--- config.mk ---
export PLATFORM = sky130hd
export DESIGN_NAME = c_subset_lexer
export DESIGN_NICKNAME = d
export VERILOG_FILES = /design/src/rtl/clex_pkg.sv /design/src/rtl/clex_core.sv /design/src/rtl/clex_rsp.sv /design/src/rtl/c_subset_lexer.sv
export VERILOG_INCLUDE_DIRS = /design/src /design/src/rtl
export SDC_FILE = /design/constraint.sdc
export NUM_CORES = 1
export LEC_CHECK = 0
export ABC_AREA = 0
export BUFFER_PORTS_ARGS = -buffer_cell sky130_fd_sc_hd__buf_2
export CORE_MARGIN = 5
export CORE_UTILIZATION = 55
export DETAILED_ROUTE_END_ITERATION = 12
export MAX_ROUTING_LAYER = met4
export PLACE_DENSITY = 0.72
export SYNTH_ARGS = -nofsm -noshare
export SYNTH_HDL_FRONTEND = slang
export SYNTH_SLANG_ARGS = --single-unit
--- constraint.sdc ---
create_clock -name clock -period 6.6 [get_ports clock]
set_input_delay 0.66 -clock clock [delete_from_list [all_inputs] [get_ports clock]]
set_output_delay 0.66 -clock clock [all_outputs]
set_load 0.03 [all_outputs]
--- src/rtl/assert_macros.svh ---
// ----------------------------------------------------------------------------
// assert_macros.svh
// concurrent check macros used by c_subset_lexer
// ----------------------------------------------------------------------------
`ifndef ASSERT_MACROS_SVH
`define ASSERT_MACROS_SVH

// expression holds at every clock edge outside reset
`define CHECK_ALWAYS(lbl, clk, rst, expr) \
   lbl: assert property (@(posedge clk) disable iff (rst) (expr)) \
      else $error("check failed");

// same-cycle implication
`define CHECK_IMPL(lbl, clk, rst, ante, cons) \
   lbl: assert property (@(posedge clk) disable iff (rst) (ante) |-> (cons)) \
      else $error("check failed");

// next-cycle implication
`define CHECK_NEXT(lbl, clk, rst, ante, cons) \
   lbl: assert property (@(posedge clk) disable iff (rst) (ante) |=> (cons)) \
      else $error("check failed");

`endif

--- src/rtl/clex_pkg.sv ---
// ----------------------------------------------------------------------------
// clex_pkg
// types, token codes and character class helpers of the c subset lexer
// ----------------------------------------------------------------------------
`default_nettype none

package clex_pkg;

   // scan modes
   typedef enum logic [3:0] {
      MODE_START  = 4'd0,
      MODE_SLASH  = 4'd1,
      MODE_LINE   = 4'd2,
      MODE_BLOCK  = 4'd3,
      MODE_BSTAR  = 4'd4,
      MODE_NUM    = 4'd5,
      MODE_IDENT  = 4'd6,
      MODE_COPEN  = 4'd7,
      MODE_CCLOSE = 4'd8,
      MODE_STR    = 4'd9,
      MODE_OP     = 4'd10
   } mode_type;

   // token codes
   localparam logic [5:0] TOK_EOF     = 6'd0;
   localparam logic [5:0] TOK_NONE    = 6'd0;  // no operator pair formed
   localparam logic [5:0] TOK_INT     = 6'd1;
   localparam logic [5:0] TOK_IDENT   = 6'd9;
   localparam logic [5:0] TOK_NUMBER  = 6'd10;
   localparam logic [5:0] TOK_CHAR    = 6'd11;
   localparam logic [5:0] TOK_STRING  = 6'd12;
   localparam logic [5:0] TOK_PLUS    = 6'd13;
   localparam logic [5:0] TOK_MINUS   = 6'd14;
   localparam logic [5:0] TOK_STAR    = 6'd15;
   localparam logic [5:0] TOK_DIV     = 6'd16;
   localparam logic [5:0] TOK_MOD     = 6'd17;
   localparam logic [5:0] TOK_ASSIGN  = 6'd18;
   localparam logic [5:0] TOK_EQ      = 6'd19;
   localparam logic [5:0] TOK_NE      = 6'd20;
   localparam logic [5:0] TOK_LT      = 6'd21;
   localparam logic [5:0] TOK_GT      = 6'd22;
   localparam logic [5:0] TOK_LE      = 6'd23;
   localparam logic [5:0] TOK_GE      = 6'd24;
   localparam logic [5:0] TOK_AND     = 6'd25;
   localparam logic [5:0] TOK_OR      = 6'd26;
   localparam logic [5:0] TOK_NOT     = 6'd27;
   localparam logic [5:0] TOK_LPAREN  = 6'd28;
   localparam logic [5:0] TOK_RPAREN  = 6'd29;
   localparam logic [5:0] TOK_LBRACE  = 6'd30;
   localparam logic [5:0] TOK_RBRACE  = 6'd31;
   localparam logic [5:0] TOK_SEMI    = 6'd32;
   localparam logic [5:0] TOK_COMMA   = 6'd33;
   localparam logic [5:0] TOK_UNKNOWN = 6'd34;

   localparam logic [7:0] CH_CR = 8'h0D;

   // keyword table, padded to 7 bytes, first byte in the top bits
   localparam int         KW_COUNT = 8;
   localparam logic [55:0] KW_TEXT [KW_COUNT] = '{
      "int    ", "char   ", "void   ", "if     ",
      "else   ", "while  ", "for    ", "return "
   };
   localparam logic [2:0] KW_LEN [KW_COUNT] = '{
      3'd3, 3'd4, 3'd4, 3'd2, 3'd4, 3'd5, 3'd3, 3'd6
   };

   // one result beat
   typedef struct packed {
      logic        kind;
      logic [5:0]  ttype;
      logic [7:0]  lbyte;
      logic [7:0]  len;
      logic        sat;
      logic [15:0] line;
      logic [15:0] col;
      logic        last;
   } res_type;

   // results of one source byte
   typedef struct packed {
      logic [1:0]       cnt;
      res_type [1:0]    res;
   } batch_type;

   function automatic logic is_digit(input logic [7:0] c);
      return (c >= "0") && (c <= "9");
   endfunction

   function automatic logic is_alpha(input logic [7:0] c);
      return ((c >= "a") && (c <= "z")) || ((c >= "A") && (c <= "Z"));
   endfunction

   function automatic logic is_word(input logic [7:0] c);
      return is_alpha(c) || is_digit(c) || (c == "_");
   endfunction

   function automatic logic [5:0] single_type(input logic [7:0] c);
      logic [5:0] t;
      case (c)
         "+":     t = TOK_PLUS;
         "-":     t = TOK_MINUS;
         "*":     t = TOK_STAR;
         "%":     t = TOK_MOD;
         "(":     t = TOK_LPAREN;
         ")":     t = TOK_RPAREN;
         "{":     t = TOK_LBRACE;
         "}":     t = TOK_RBRACE;
         ";":     t = TOK_SEMI;
         ",":     t = TOK_COMMA;
         default: t = TOK_UNKNOWN;
      endcase
      return t;
   endfunction

   // pending operator that no second byte joined
   function automatic logic [5:0] op_alone(input logic [7:0] po);
      logic [5:0] t;
      case (po)
         "=":     t = TOK_ASSIGN;
         "!":     t = TOK_NOT;
         "<":     t = TOK_LT;
         ">":     t = TOK_GT;
         default: t = TOK_UNKNOWN;
      endcase
      return t;
   endfunction

   function automatic logic [5:0] op_pair(input logic [7:0] po, input logic [7:0] c);
      logic [5:0] t;
      case (po)
         "=":     t = (c == "=") ? TOK_EQ : TOK_NONE;
         "!":     t = (c == "=") ? TOK_NE : TOK_NONE;
         "<":     t = (c == "=") ? TOK_LE : TOK_NONE;
         ">":     t = (c == "=") ? TOK_GE : TOK_NONE;
         "&":     t = (c == "&") ? TOK_AND : TOK_NONE;
         "|":     t = (c == "|") ? TOK_OR : TOK_NONE;
         default: t = TOK_NONE;
      endcase
      return t;
   endfunction

   // keyword lookup over the prefix store, identifier when nothing matches
   function automatic logic [5:0] kw_type(input logic [6:0][7:0] pf, input logic [2:0] cnt);
      logic [5:0] t;
      logic       hit;
      t = TOK_IDENT;
      for (int k = KW_COUNT - 1; k >= 0; k--) begin
         hit = (cnt == KW_LEN[k]);
         for (int j = 0; j < 7; j++) begin
            if ((3'(j) < KW_LEN[k]) && (pf[j] != KW_TEXT[k][8*(6-j) +: 8])) begin
               hit = 1'b0;
            end
         end
         if (hit) begin
            t = TOK_INT + 6'(k);
         end
      end
      return t;
   endfunction

endpackage

`default_nettype wire

--- src/rtl/clex_core.sv ---
// ----------------------------------------------------------------------------
// clex_core
// scan state registers and the per-byte tokenizer step
// ----------------------------------------------------------------------------
`default_nettype none

module clex_core
   import clex_pkg::*;
#(
   parameter int MAX_LEXEME   = 255,
   parameter int COUNTER_BITS = 16
) (
   input  wire logic      clock,
   input  wire logic      reset,
   input  wire logic      fire,
   input  wire logic [7:0] ch,
   input  wire logic      eoi,
   output batch_type      batch
);

   localparam int LW = $clog2(MAX_LEXEME + 1);
   localparam int CB = COUNTER_BITS;

   mode_type          mode_ff, mode_in;
   logic [CB-1:0]     cur_line_ff, cur_line_in;
   logic [CB-1:0]     cur_col_ff, cur_col_in;
   logic [CB-1:0]     tok_line_ff, tok_line_in;
   logic [CB-1:0]     tok_col_ff, tok_col_in;
   logic [LW-1:0]     lex_cnt_ff, lex_cnt_in;
   logic              lex_over_ff, lex_over_in;
   logic [7:0]        pend_op_ff, pend_op_in;
   logic [6:0][7:0]   prefix_ff, prefix_in;

   function automatic logic [CB-1:0] sat_inc(input logic [CB-1:0] v);
      return (v == {CB{1'b1}}) ? v : v + CB'(1);
   endfunction

   function automatic res_type mk_res(
      input logic          kind,
      input logic [5:0]    tt,
      input logic [7:0]    b,
      input logic [LW-1:0] len,
      input logic          sat,
      input logic [CB-1:0] ln,
      input logic [CB-1:0] cn
   );
      res_type r;
      logic [31:0] len32, ln32, cn32;
      len32   = 32'(len);
      ln32    = 32'(ln);
      cn32    = 32'(cn);
      r.kind  = kind;
      r.ttype = tt;
      r.lbyte = b;
      r.len   = (len32 > 32'd255) ? 8'hFF : len32[7:0];
      r.sat   = sat;
      r.line  = (ln32 > 32'hFFFF) ? 16'hFFFF : ln32[15:0];
      r.col   = (cn32 > 32'hFFFF) ? 16'hFFFF : cn32[15:0];
      r.last  = 1'b0;
      return r;
   endfunction

   always_comb begin
      logic          em1;
      logic [5:0]    em1_t;
      logic          go_start;
      logic          add_req;
      logic [5:0]    add_t;
      logic [5:0]    pair_t;
      logic [5:0]    id_t;
      logic [1:0]    nres;
      res_type [1:0] res;

      mode_in     = mode_ff;
      cur_line_in = cur_line_ff;
      cur_col_in  = cur_col_ff;
      tok_line_in = tok_line_ff;
      tok_col_in  = tok_col_ff;
      lex_cnt_in  = lex_cnt_ff;
      lex_over_in = lex_over_ff;
      pend_op_in  = pend_op_ff;
      prefix_in   = prefix_ff;
      em1         = 1'b0;
      em1_t       = TOK_EOF;
      go_start    = 1'b0;
      add_req     = 1'b0;
      add_t       = TOK_IDENT;
      nres        = 2'd0;
      res         = '0;
      pair_t      = op_pair(pend_op_ff, ch);
      id_t        = (lex_over_ff || (lex_cnt_ff > LW'(6))) ? TOK_IDENT
                                                           : kw_type(prefix_ff, lex_cnt_ff[2:0]);

      if (eoi) begin
         // flush the pending token, then eof at the current position
         unique case (mode_ff)
            MODE_SLASH: begin
               cur_col_in = sat_inc(cur_col_in);
               em1 = 1'b1; em1_t = TOK_DIV;
            end
            MODE_LINE:  cur_col_in = CB'(1);
            MODE_BSTAR: cur_col_in = sat_inc(cur_col_in);
            MODE_NUM:   begin em1 = 1'b1; em1_t = TOK_NUMBER; end
            MODE_IDENT: begin em1 = 1'b1; em1_t = id_t; end
            MODE_COPEN, MODE_CCLOSE: begin em1 = 1'b1; em1_t = TOK_CHAR; end
            MODE_STR:   begin em1 = 1'b1; em1_t = TOK_STRING; end
            MODE_OP:    begin em1 = 1'b1; em1_t = op_alone(pend_op_ff); end
            default: ;
         endcase
         if (em1) begin
            res[nres[0]] = mk_res(1'b1, em1_t, 8'd0, lex_cnt_ff, lex_over_ff,
                                  tok_line_ff, tok_col_ff);
            nres = nres + 2'd1;
         end
         res[nres[0]] = mk_res(1'b1, TOK_EOF, 8'd0, LW'(0), 1'b0, cur_line_in, cur_col_in);
         nres = nres + 2'd1;
         mode_in     = MODE_START;
         cur_line_in = CB'(1);
         cur_col_in  = CB'(1);
         tok_line_in = CB'(1);
         tok_col_in  = CB'(1);
         lex_cnt_in  = '0;
         lex_over_in = 1'b0;
         pend_op_in  = 8'd0;
      end else begin
         unique case (mode_ff)
            MODE_START: go_start = 1'b1;
            MODE_SLASH: begin
               if (ch == "/") begin
                  mode_in = MODE_LINE;
               end else if (ch == "*") begin
                  cur_col_in = sat_inc(sat_inc(cur_col_in));
                  mode_in    = MODE_BLOCK;
               end else begin
                  cur_col_in = sat_inc(cur_col_in);
                  em1 = 1'b1; em1_t = TOK_DIV;
                  go_start = 1'b1;
               end
            end
            MODE_LINE: begin
               if (ch == "\n") begin
                  cur_line_in = sat_inc(cur_line_in);
                  cur_col_in  = CB'(1);
                  mode_in     = MODE_START;
               end
            end
            MODE_BLOCK: begin
               if (ch == "*") begin
                  mode_in = MODE_BSTAR;
               end else if (ch == "\n") begin
                  cur_line_in = sat_inc(cur_line_in);
                  cur_col_in  = CB'(1);
               end else begin
                  cur_col_in = sat_inc(cur_col_in);
               end
            end
            MODE_BSTAR: begin
               cur_col_in = sat_inc(cur_col_in);
               if (ch == "/") begin
                  cur_col_in = sat_inc(cur_col_in);
                  mode_in    = MODE_START;
               end else if (ch == "*") begin
                  mode_in = MODE_BSTAR;
               end else if (ch == "\n") begin
                  cur_line_in = sat_inc(cur_line_in);
                  cur_col_in  = CB'(1);
                  mode_in     = MODE_BLOCK;
               end else begin
                  cur_col_in = sat_inc(cur_col_in);
                  mode_in    = MODE_BLOCK;
               end
            end
            MODE_NUM: begin
               if (is_digit(ch)) begin
                  add_req = 1'b1; add_t = TOK_NUMBER;
                  cur_col_in = sat_inc(cur_col_in);
               end else begin
                  em1 = 1'b1; em1_t = TOK_NUMBER;
                  go_start = 1'b1;
               end
            end
            MODE_IDENT: begin
               if (is_word(ch)) begin
                  add_req = 1'b1; add_t = TOK_IDENT;
                  cur_col_in = sat_inc(cur_col_in);
               end else begin
                  em1 = 1'b1; em1_t = id_t;
                  go_start = 1'b1;
               end
            end
            MODE_COPEN: begin
               cur_col_in = sat_inc(cur_col_in);
               if (ch == "'") begin
                  em1 = 1'b1; em1_t = TOK_CHAR;
                  mode_in = MODE_START;
               end else begin
                  add_req = 1'b1; add_t = TOK_CHAR;
                  mode_in = MODE_CCLOSE;
               end
            end
            MODE_CCLOSE: begin
               em1 = 1'b1; em1_t = TOK_CHAR;
               if (ch == "'") begin
                  cur_col_in = sat_inc(cur_col_in);
                  mode_in    = MODE_START;
               end else begin
                  go_start = 1'b1;
               end
            end
            MODE_STR: begin
               cur_col_in = sat_inc(cur_col_in);
               if (ch == "\"") begin
                  em1 = 1'b1; em1_t = TOK_STRING;
                  mode_in = MODE_START;
               end else begin
                  add_req = 1'b1; add_t = TOK_STRING;
               end
            end
            MODE_OP: begin
               if (pair_t != TOK_NONE) begin
                  cur_col_in = sat_inc(cur_col_in);
                  em1 = 1'b1; em1_t = pair_t;
                  mode_in = MODE_START;
               end else begin
                  em1 = 1'b1; em1_t = op_alone(pend_op_ff);
                  go_start = 1'b1;
               end
            end
            default: go_start = 1'b1;
         endcase

         // token closed by this byte, with the old token fields
         if (em1) begin
            res[nres[0]] = mk_res(1'b1, em1_t, 8'd0, lex_cnt_ff, lex_over_ff,
                                  tok_line_ff, tok_col_ff);
            nres = nres + 2'd1;
         end

         // byte seen from the start mode
         if (go_start) begin
            mode_in = MODE_START;
            if ((ch == " ") || (ch == "\t") || (ch == CH_CR)) begin
               cur_col_in = sat_inc(cur_col_in);
            end else if (ch == "\n") begin
               cur_line_in = sat_inc(cur_line_in);
               cur_col_in  = CB'(1);
            end else begin
               tok_line_in = cur_line_in;
               tok_col_in  = cur_col_in;
               lex_cnt_in  = '0;
               lex_over_in = 1'b0;
               if (ch == "/") begin
                  mode_in = MODE_SLASH;
               end else if (is_digit(ch)) begin
                  add_req = 1'b1; add_t = TOK_NUMBER;
                  cur_col_in = sat_inc(cur_col_in);
                  mode_in    = MODE_NUM;
               end else if (is_alpha(ch) || (ch == "_")) begin
                  add_req = 1'b1; add_t = TOK_IDENT;
                  cur_col_in = sat_inc(cur_col_in);
                  mode_in    = MODE_IDENT;
               end else begin
                  cur_col_in = sat_inc(cur_col_in);
                  if (ch == "'") begin
                     mode_in = MODE_COPEN;
                  end else if (ch == "\"") begin
                     mode_in = MODE_STR;
                  end else if ((ch == "=") || (ch == "!") || (ch == "<") || (ch == ">")
                               || (ch == "&") || (ch == "|")) begin
                     pend_op_in = ch;
                     mode_in    = MODE_OP;
                  end else begin
                     res[nres[0]] = mk_res(1'b1, single_type(ch), 8'd0, LW'(0), 1'b0,
                                           tok_line_in, tok_col_in);
                     nres = nres + 2'd1;
                  end
               end
            end
         end

         // lexeme byte, always the final beat of the step
         if (add_req) begin
            if (lex_cnt_in < LW'(MAX_LEXEME)) begin
               if (lex_cnt_in < LW'(7)) begin
                  prefix_in[lex_cnt_in[2:0]] = ch;
               end
               lex_cnt_in = lex_cnt_in + LW'(1);
               res[nres[0]] = mk_res(1'b0, add_t, ch, lex_cnt_in, 1'b0,
                                     tok_line_in, tok_col_in);
               nres = nres + 2'd1;
            end else begin
               lex_over_in = 1'b1;
            end
         end
      end

      res[0].last = (nres == 2'd1);
      res[1].last = 1'b1;
      batch.cnt   = nres;
      batch.res   = res;
   end

   always_ff @(posedge clock) begin
      if (reset) begin
         mode_ff     <= MODE_START;
         cur_line_ff <= CB'(1);
         cur_col_ff  <= CB'(1);
         tok_line_ff <= CB'(1);
         tok_col_ff  <= CB'(1);
         lex_cnt_ff  <= '0;
         lex_over_ff <= 1'b0;
         pend_op_ff  <= 8'd0;
      end else if (fire) begin
         mode_ff     <= mode_in;
         cur_line_ff <= cur_line_in;
         cur_col_ff  <= cur_col_in;
         tok_line_ff <= tok_line_in;
         tok_col_ff  <= tok_col_in;
         lex_cnt_ff  <= lex_cnt_in;
         lex_over_ff <= lex_over_in;
         pend_op_ff  <= pend_op_in;
      end
   end

   // prefix store, only read at entries written for the current lexeme
   always_ff @(posedge clock) begin
      if (fire) begin
         prefix_ff <= prefix_in;
      end
   end

endmodule

`default_nettype wire

--- src/rtl/clex_rsp.sv ---
// ----------------------------------------------------------------------------
// clex_rsp
// result register, holds the beats of one source byte and drains them
// ----------------------------------------------------------------------------
`default_nettype none

module clex_rsp
   import clex_pkg::*;
(
   input  wire logic      clock,
   input  wire logic      reset,
   input  wire logic      load,
   input  batch_type      batch,
   input  wire logic      rsp_tready,
   output logic           rsp_tvalid,
   output res_type        rsp_res,
   output logic           free
);

   res_type [1:0] slot_ff, slot_in;
   logic [1:0]    cnt_ff, cnt_in;
   logic          idx_ff, idx_in;
   logic          final_beat;

   assign rsp_tvalid = (cnt_ff != 2'd0);
   assign rsp_res    = slot_ff[idx_ff];
   assign final_beat = (cnt_ff == 2'd1) || idx_ff;
   assign free       = !rsp_tvalid || (rsp_tready && final_beat);

   always_comb begin
      slot_in = slot_ff;
      cnt_in  = cnt_ff;
      idx_in  = idx_ff;
      if (load) begin
         slot_in = batch.res;
         cnt_in  = batch.cnt;
         idx_in  = 1'b0;
      end else if (rsp_tvalid && rsp_tready) begin
         if (final_beat) begin
            cnt_in = 2'd0;
            idx_in = 1'b0;
         end else begin
            idx_in = 1'b1;
         end
      end
   end

   always_ff @(posedge clock) begin
      if (reset) begin
         cnt_ff <= 2'd0;
         idx_ff <= 1'b0;
      end else begin
         cnt_ff <= cnt_in;
         idx_ff <= idx_in;
      end
   end

   always_ff @(posedge clock) begin
      slot_ff <= slot_in;
   end

endmodule

`default_nettype wire

--- src/rtl/c_subset_lexer.sv ---
// ----------------------------------------------------------------------------
// c_subset_lexer
// streaming tokenizer for a small c subset, one source byte per beat
// ----------------------------------------------------------------------------
//
// channel   dir  beat contents
// req_      in   tdata ch, tuser end_of_input
// rsp_      out  tdata token fields, tuser item_kind, tlast last of the byte
//
// one source byte is taken per cycle while the result register has room; a
// byte that gives two result beats holds the input register while the
// result register drains; path: input register, scan step, result register;
// the first beat shows once the step has loaded the result register
// reset is synchronous: scan mode to start, line and column to 1, the
// keyword prefix store is not cleared
// rsp_tready low holds the result register; the input register still takes
// one more byte
// ----------------------------------------------------------------------------
`default_nettype none

module c_subset_lexer
   import clex_pkg::*;
#(
   parameter int MAX_LEXEME   = 255,
   parameter int COUNTER_BITS = 16
) (
   input  wire logic        clock,
   input  wire logic        reset,
   // source byte channel
   input  wire logic        req_tvalid,
   output logic             req_tready,
   input  wire logic [7:0]  req_tdata,   // [7:0] ch
   input  wire logic [0:0]  req_tuser,   // [0] end_of_input
   // result channel
   output logic             rsp_tvalid,
   input  wire logic        rsp_tready,
   output logic [55:0]      rsp_tdata,   // [5:0] token_type, [13:6] lexeme_byte,
                                         // [21:14] lexeme_length, [22] length_saturated,
                                         // [38:23] start_line, [54:39] start_column,
                                         // [55] zero
   output logic [0:0]       rsp_tuser,   // [0] item_kind
   output logic             rsp_tlast    // last beat caused by one source byte
);

`include "assert_macros.svh"

   // input register
   logic       in_valid_ff, in_valid_in;
   logic [7:0] in_ch_ff, in_ch_in;
   logic       in_eoi_ff, in_eoi_in;

   logic       fire;       // step taken this cycle
   logic       rsp_free;   // result register can take a new batch
   batch_type  batch;
   res_type    rsp_res;

   // step only when the result register has room for both beats
   assign fire       = in_valid_ff && rsp_free;
   assign req_tready = !in_valid_ff || fire;

   always_comb begin
      in_valid_in = in_valid_ff;
      in_ch_in    = in_ch_ff;
      in_eoi_in   = in_eoi_ff;
      if (req_tvalid && req_tready) begin
         in_valid_in = 1'b1;
         in_ch_in    = req_tdata[7:0];
         in_eoi_in   = req_tuser[0];
      end else if (fire) begin
         in_valid_in = 1'b0;
      end
   end

   always_ff @(posedge clock) begin
      if (reset) begin
         in_valid_ff <= 1'b0;
      end else begin
         in_valid_ff <= in_valid_in;
      end
   end

   always_ff @(posedge clock) begin
      in_ch_ff  <= in_ch_in;
      in_eoi_ff <= in_eoi_in;
   end

   // scan state and per-byte step
   clex_core #(
      .MAX_LEXEME   (MAX_LEXEME),
      .COUNTER_BITS (COUNTER_BITS)
   ) u_core (
      .clock (clock),
      .reset (reset),
      .fire  (fire),
      .ch    (in_ch_ff),
      .eoi   (in_eoi_ff),
      .batch (batch)
   );

   // result register and beat sequencing
   clex_rsp u_rsp (
      .clock      (clock),
      .reset      (reset),
      .load       (fire),
      .batch      (batch),
      .rsp_tready (rsp_tready),
      .rsp_tvalid (rsp_tvalid),
      .rsp_res    (rsp_res),
      .free       (rsp_free)
   );

   assign rsp_tdata = {1'b0, rsp_res.col, rsp_res.line, rsp_res.sat, rsp_res.len,
                       rsp_res.lbyte, rsp_res.ttype};
   assign rsp_tuser = rsp_res.kind;
   assign rsp_tlast = rsp_res.last;

   // eof closes the results of its byte
   `CHECK_IMPL(a_eof_last, clock, reset, rsp_tvalid && rsp_res.kind && rsp_res.ttype == TOK_EOF, rsp_tlast)
   // lexeme byte beats never carry the overflow flag
   `CHECK_IMPL(a_byte_no_sat, clock, reset, rsp_tvalid && !rsp_res.kind, !rsp_res.sat)
   // a step that makes beats shows them in the next cycle
   `CHECK_NEXT(a_batch_shown, clock, reset, fire && batch.cnt != 2'd0, rsp_tvalid)
   // an unstepped byte stays in the input register
   `CHECK_NEXT(a_hold_input, clock, reset, in_valid_ff && !fire, in_valid_ff && $stable(in_ch_ff))

endmodule

`default_nettype wire
==> impl_results.rst <==
.. list-table::
   :header-rows: 1

   * - Metric
     - Value
   * - Post-Synth Adder-Cell Area
     - 0.00739
   * - Critical path class
     - register to register
   * - Detailed-placement wirelength estimate
     - 43.8 mm
   * - Iteration count of the initial detailed-routing pass
     - 9
   * - Area taken by multi-input logic gates
     - 9440 sq um
   * - Max transition margin
     - 0.233
   * - Global-route wire length before repair
     - 94.5 mm
   * - Worst Path Max Fanout
     - 15
   * - Number of slew-limit violations in the final report
     - 0
   * - Combined flip-flop and latch cell area
     - 6860 sq um
   * - Post-layout net count
     - 1994
   * - CP arrival
     - 6.73 ns
   * - Post-synth EDFFs
     - 169
   * - Cell repeated most along the worst path
     - sky130_fd_sc_hd__ha_1
   * - Critical register-to-register path startpoint
     - u_core.cur_col_ff[0]
   * - Maximum ir drop on the vdd rail
     - 242 uV
   * - Top cell type's share of synthesized area
     - 0.300
   * - Clock tree from TritonCTS
     - yes
   * - Min Tclk post-route
     - 6.24 ns
   * - Buffers inserted during post-CTS setup optimization
     - 0
   * - CP max stage cell
     - sky130_fd_sc_hd__dfxtp_1
   * - Sink Count
     - 258
   * - Commonest cells after routing, fill and taps aside
     - 232 x sky130_fd_sc_hd__nor2_1, 193 x sky130_fd_sc_hd__nand2_1, 169 x sky130_fd_sc_hd__edfxtp_1, 112 x sky130_fd_sc_hd__o21ai_0, 101 x sky130_fd_sc_hd__a21oi_1
   * - Vias per inst
     - 7.10
   * - Ratio of total power to cell area
     - 201 nW/um^2
   * - Fill cells
     - 2680
   * - Skew-Pair Late Insertion Delay
     - 0.58 ns
   * - Average wire per cell in the routed design
     - 25.8 microns
   * - Outcome
     - complete, no violations
   * - H-tree level count
     - 1
   * - Synth unique cells
     - 100
   * - Effective utilization at floorplan
     - 0.555
   * - Dominant cell type by area after synthesis
     - sky130_fd_sc_hd__edfxtp_1
   * - Post-Synth Simple-Gate Area
     - 0.246
   * - Worst reg-to-reg path cell count
     - 21
   * - Post-route DRC violation count
     - 0
   * - Die area
     - 34400 sq um
   * - Clock tree buffer depth
     - 3
   * - Clock tree root driver cell
     - sky130_fd_sc_hd__clkbuf_16
   * - Final setup fails
     - 0
   * - Startpoint of the worst hold path
     - req_tdata[6]
   * - Global-route total usage across every layer
     - 0.360
   * - Vertical die dimension
     - 185 microns
   * - CTS clk-pin slew, worst paths
     - 0.06 ns
   * - Leading post-synthesis cells by cell area
     - sky130_fd_sc_hd__edfxtp_1 30%, sky130_fd_sc_hd__dfxtp_1 11%, sky130_fd_sc_hd__nor2_1 5.2%
   * - Vias in the first global route
     - 15900
   * - Die Span X
     - 185 microns
   * - Critical path endpoint category
     - register
   * - Yosys warns
     - 0
   * - Diodes inserted
     - 0
   * - Most common library cell in the layout ignoring fill and taps
     - sky130_fd_sc_hd__nor2_1
   * - Post-Layout Inst Area
     - 18600 sq um
   * - Number of buffers added to fix hold violations after cts
     - 0
   * - CP Launch Type
     - register
   * - Number of CTS-inserted buffers
     - 28
   * - Synthesized netlist cell count
     - 1937
   * - Aggregate routed wire length
     - 61.8 mm
   * - Number of hold violations in the final report
     - 0
   * - DR iter-0 viols
     - 2380
   * - Mux cell area share after synthesis
     - 0.0488
   * - Sequential share of the synthesized area
     - 0.405
   * - Proportion of register bits with asynchronous set or reset after synthesis
     - 0
   * - End point of the worst hold path
     - in_ch_ff[6]
   * - Cell depth of the worst hold path
     - 1
   * - Cell-by-cell listing of the critical path
     - ha_1 > and3_1 > nand4_1 > buf_4 > mux2i_1 > inv_1 > ha_1 > o211ai_4 > nor4_4 > buf_4 > nand4_1 > a31oi_1 > o21ai_0 > and3_1 > nor2_1 > ha_1 > o21ai_0 > nor3_1 > nand4_2 > and4_1 > o31ai_2
   * - Layout cell share with drive strength beyond 1
     - 0.136
   * - Post-CTS sizing
     - 0
   * - Number of placement rows
     - 64
   * - Placed cell area
     - 17700 sq um
   * - Period Utilization, post-route
     - 0.945
   * - Type of the most critical hold path
     - primary input to register
   * - Fmax
     - 0.160 GHz
   * - Highest cell delay on the worst timing path
     - 0.68 ns
   * - Max capacitance violation total
     - 0
   * - Combinational family with the most area after synthesis
     - simple AND/OR/NAND/NOR gates
   * - Setup slack of the most critical reg-to-reg path
     - 0.36 ns
   * - Register bit total from synthesis
     - 258
   * - Data required time at the worst endpoint
     - 7.09 ns
   * - Avg Cell Area, Syn
     - 8.74 sq um
   * - Number of antenna violations at the first check in global routing
     - 0
   * - Final weighted congestion in routability-driven placement
     - 1.01
   * - Number of primary I/O pins
     - 73
   * - Capture point of the worst reg-to-reg path
     - u_core.cur_col_ff[13]
   * - Slew at the pin closest to its max-slew limit
     - 1.15 ns
   * - Total core area
     - 30500 sq um
   * - Antenna-violating nets left
     - 0
   * - Final total negative setup slack
     - 0 ns
   * - Total standard cell area after synthesis
     - 16900 sq um
   * - Layout Skew
     - 0.0542 ns
   * - Buffers added on ports
     - 71
   * - Area grow syn2layout
     - 9.79%
   * - Compound-gate portion of the synthesized area
     - 0.236
   * - Predominant post-synthesis flop cell
     - sky130_fd_sc_hd__edfxtp_1
   * - RSZ-0062 raised after global routing
     - false
   * - Routed vias
     - 17000
   * - Gr ovfl total
     - 0
   * - Pin count of the biggest net entering global routing
     - 80
   * - Post-Synth XOR/XNOR Area
     - 0.0160
   * - Standby leakage power
     - 6.28 nW
[registers in the layout, summed over array words and instances (netlist names)]
name	count
in_ch_ff	8
in_eoi_ff	1
in_valid_ff	1
u_core.cur_col_ff	16
u_core.cur_line_ff	16
u_core.lex_cnt_ff	8
u_core.lex_over_ff	1
u_core.mode_ff	4
u_core.pend_op_ff	8
u_core.prefix_ff	48
u_core.tok_col_ff	16
u_core.tok_line_ff	16
u_rsp.cnt_ff	2
u_rsp.idx_ff	1
u_rsp.slot_ff	112
[cell type report]
| cell class | instances | share of cell area |
|---|---|---|
| Clock buffer | 45 | 0.0427 |
| Timing Repair Buffer | 132 | 0.0437 |
| Tap cell | 396 | 0.0266 |
| Clock inverter | 7 | 0.00343 |
| Multi-Input combinational cell | 1518 | 0.508 |
| Sequential cell | 258 | 0.369 |
| Inverter | 33 | 0.00680 |
[where the power goes]
group | internal (mW) | leakage, nW | total [mW] | switching (mW)
Combinational | 0.123 | 3.60 | 0.458 | 0.335
Sequential | 1.77 | 2.27 | 1.81 | 0.0413
Clock | 0.826 | 0.410 | 1.47 | 0.641
[critical path: cells and delay by family, from the launching register on]
kind,cells,cell delay (ns)
simple gates,9,2.92
fa+ha+maj,3,0.91
compound gates,5,0.87
flops,1,0.68
buf+inv,3,0.56
mux,1,0.19
[per-layer routing]
| metal | vias to the layer above | global-route usage | share of wire |
|---|---|---|---|
| met5 | - | - | 0 |
| met4 | 0 | 0.163 | 0.055 |
| met3 | 236 | 0.0504 | 0.10 |
| met2 | 1174 | 0.551 | 0.45 |
| met1 | 8052 | 0.478 | 0.39 |
| li1 | 7509 | - | - |
[cell families (layout without fill, tap and decap cells)]
logic type | count (synthesis) | in the layout
adders and majority gates | 10 | 10
DFF | 258 | 258
muxes | 75 | 75
buffers and inverters | 167 | 217
other | 1 | 7
and+or+nand+nor | 820 | 820
xor gates and xnor gates | 31 | 31
AOI/OAI and AO/OA | 575 | 575
[metrics by stage]
| stage | utilization | cells | hold WS, ns | power, mW | setup slack [ns] |
|---|---|---|---|---|---|
| after floorplan | - | 1943 | 0.454 | 2.13 | 0.724 |
| after global placement | 0.581 | 2337 | 0.466 | 2.29 | 0.564 |
| after global routing | 0.609 | 2389 | 0.286 | 3.86 | 0.0316 |
| after CTS | 0.609 | 2389 | 0.284 | 3.74 | 0.550 |
| final | 0.609 | 2389 | 0.302 | 3.74 | 0.364 |
| after detailed placement | 0.581 | 2337 | 0.479 | 2.29 | 0.607 |
[synthesized netlist by cell type, types with 20 or more instances]
cell / n
sky130_fd_sc_hd__a21oi_1: 101
sky130_fd_sc_hd__inv_1: 30
sky130_fd_sc_hd__nand2_1: 193
sky130_fd_sc_hd__o21ai_0: 113
sky130_fd_sc_hd__a211oi_1: 20
sky130_fd_sc_hd__and3_1: 26
sky130_fd_sc_hd__edfxtp_1: 169
sky130_fd_sc_hd__clkbuf_1: 100
sky130_fd_sc_hd__a31oi_1: 39
sky130_fd_sc_hd__o221ai_1: 29
sky130_fd_sc_hd__mux2_2: 60
sky130_fd_sc_hd__o22ai_1: 25
sky130_fd_sc_hd__nand4_1: 31
sky130_fd_sc_hd__a22oi_1: 45
sky130_fd_sc_hd__nand2b_1: 23
sky130_fd_sc_hd__nor3_1: 64
sky130_fd_sc_hd__dfxtp_1: 89
sky130_fd_sc_hd__o211ai_1: 22
sky130_fd_sc_hd__nand3_1: 73
sky130_fd_sc_hd__nor2_1: 234
sky130_fd_sc_hd__and2_1: 31
[worst max path at each step]
stage                                     from                      to  slack, ns
after detailed placement  u_core.cur_col_ff[0]   u_core.cur_col_ff[13]       0.61
final                     u_core.cur_col_ff[0]   u_core.cur_col_ff[13]       0.36
after global placement    u_core.cur_col_ff[0]    u_core.cur_col_ff[0]       0.56
after floorplan                     rsp_tready  u_core.tok_line_ff[13]       0.72
after global routing               in_ch_ff[4]       u_rsp.slot_ff[74]       0.03
after CTS                 u_core.cur_col_ff[0]   u_core.cur_col_ff[13]       0.55
Power figures use the tool's default switching activity.
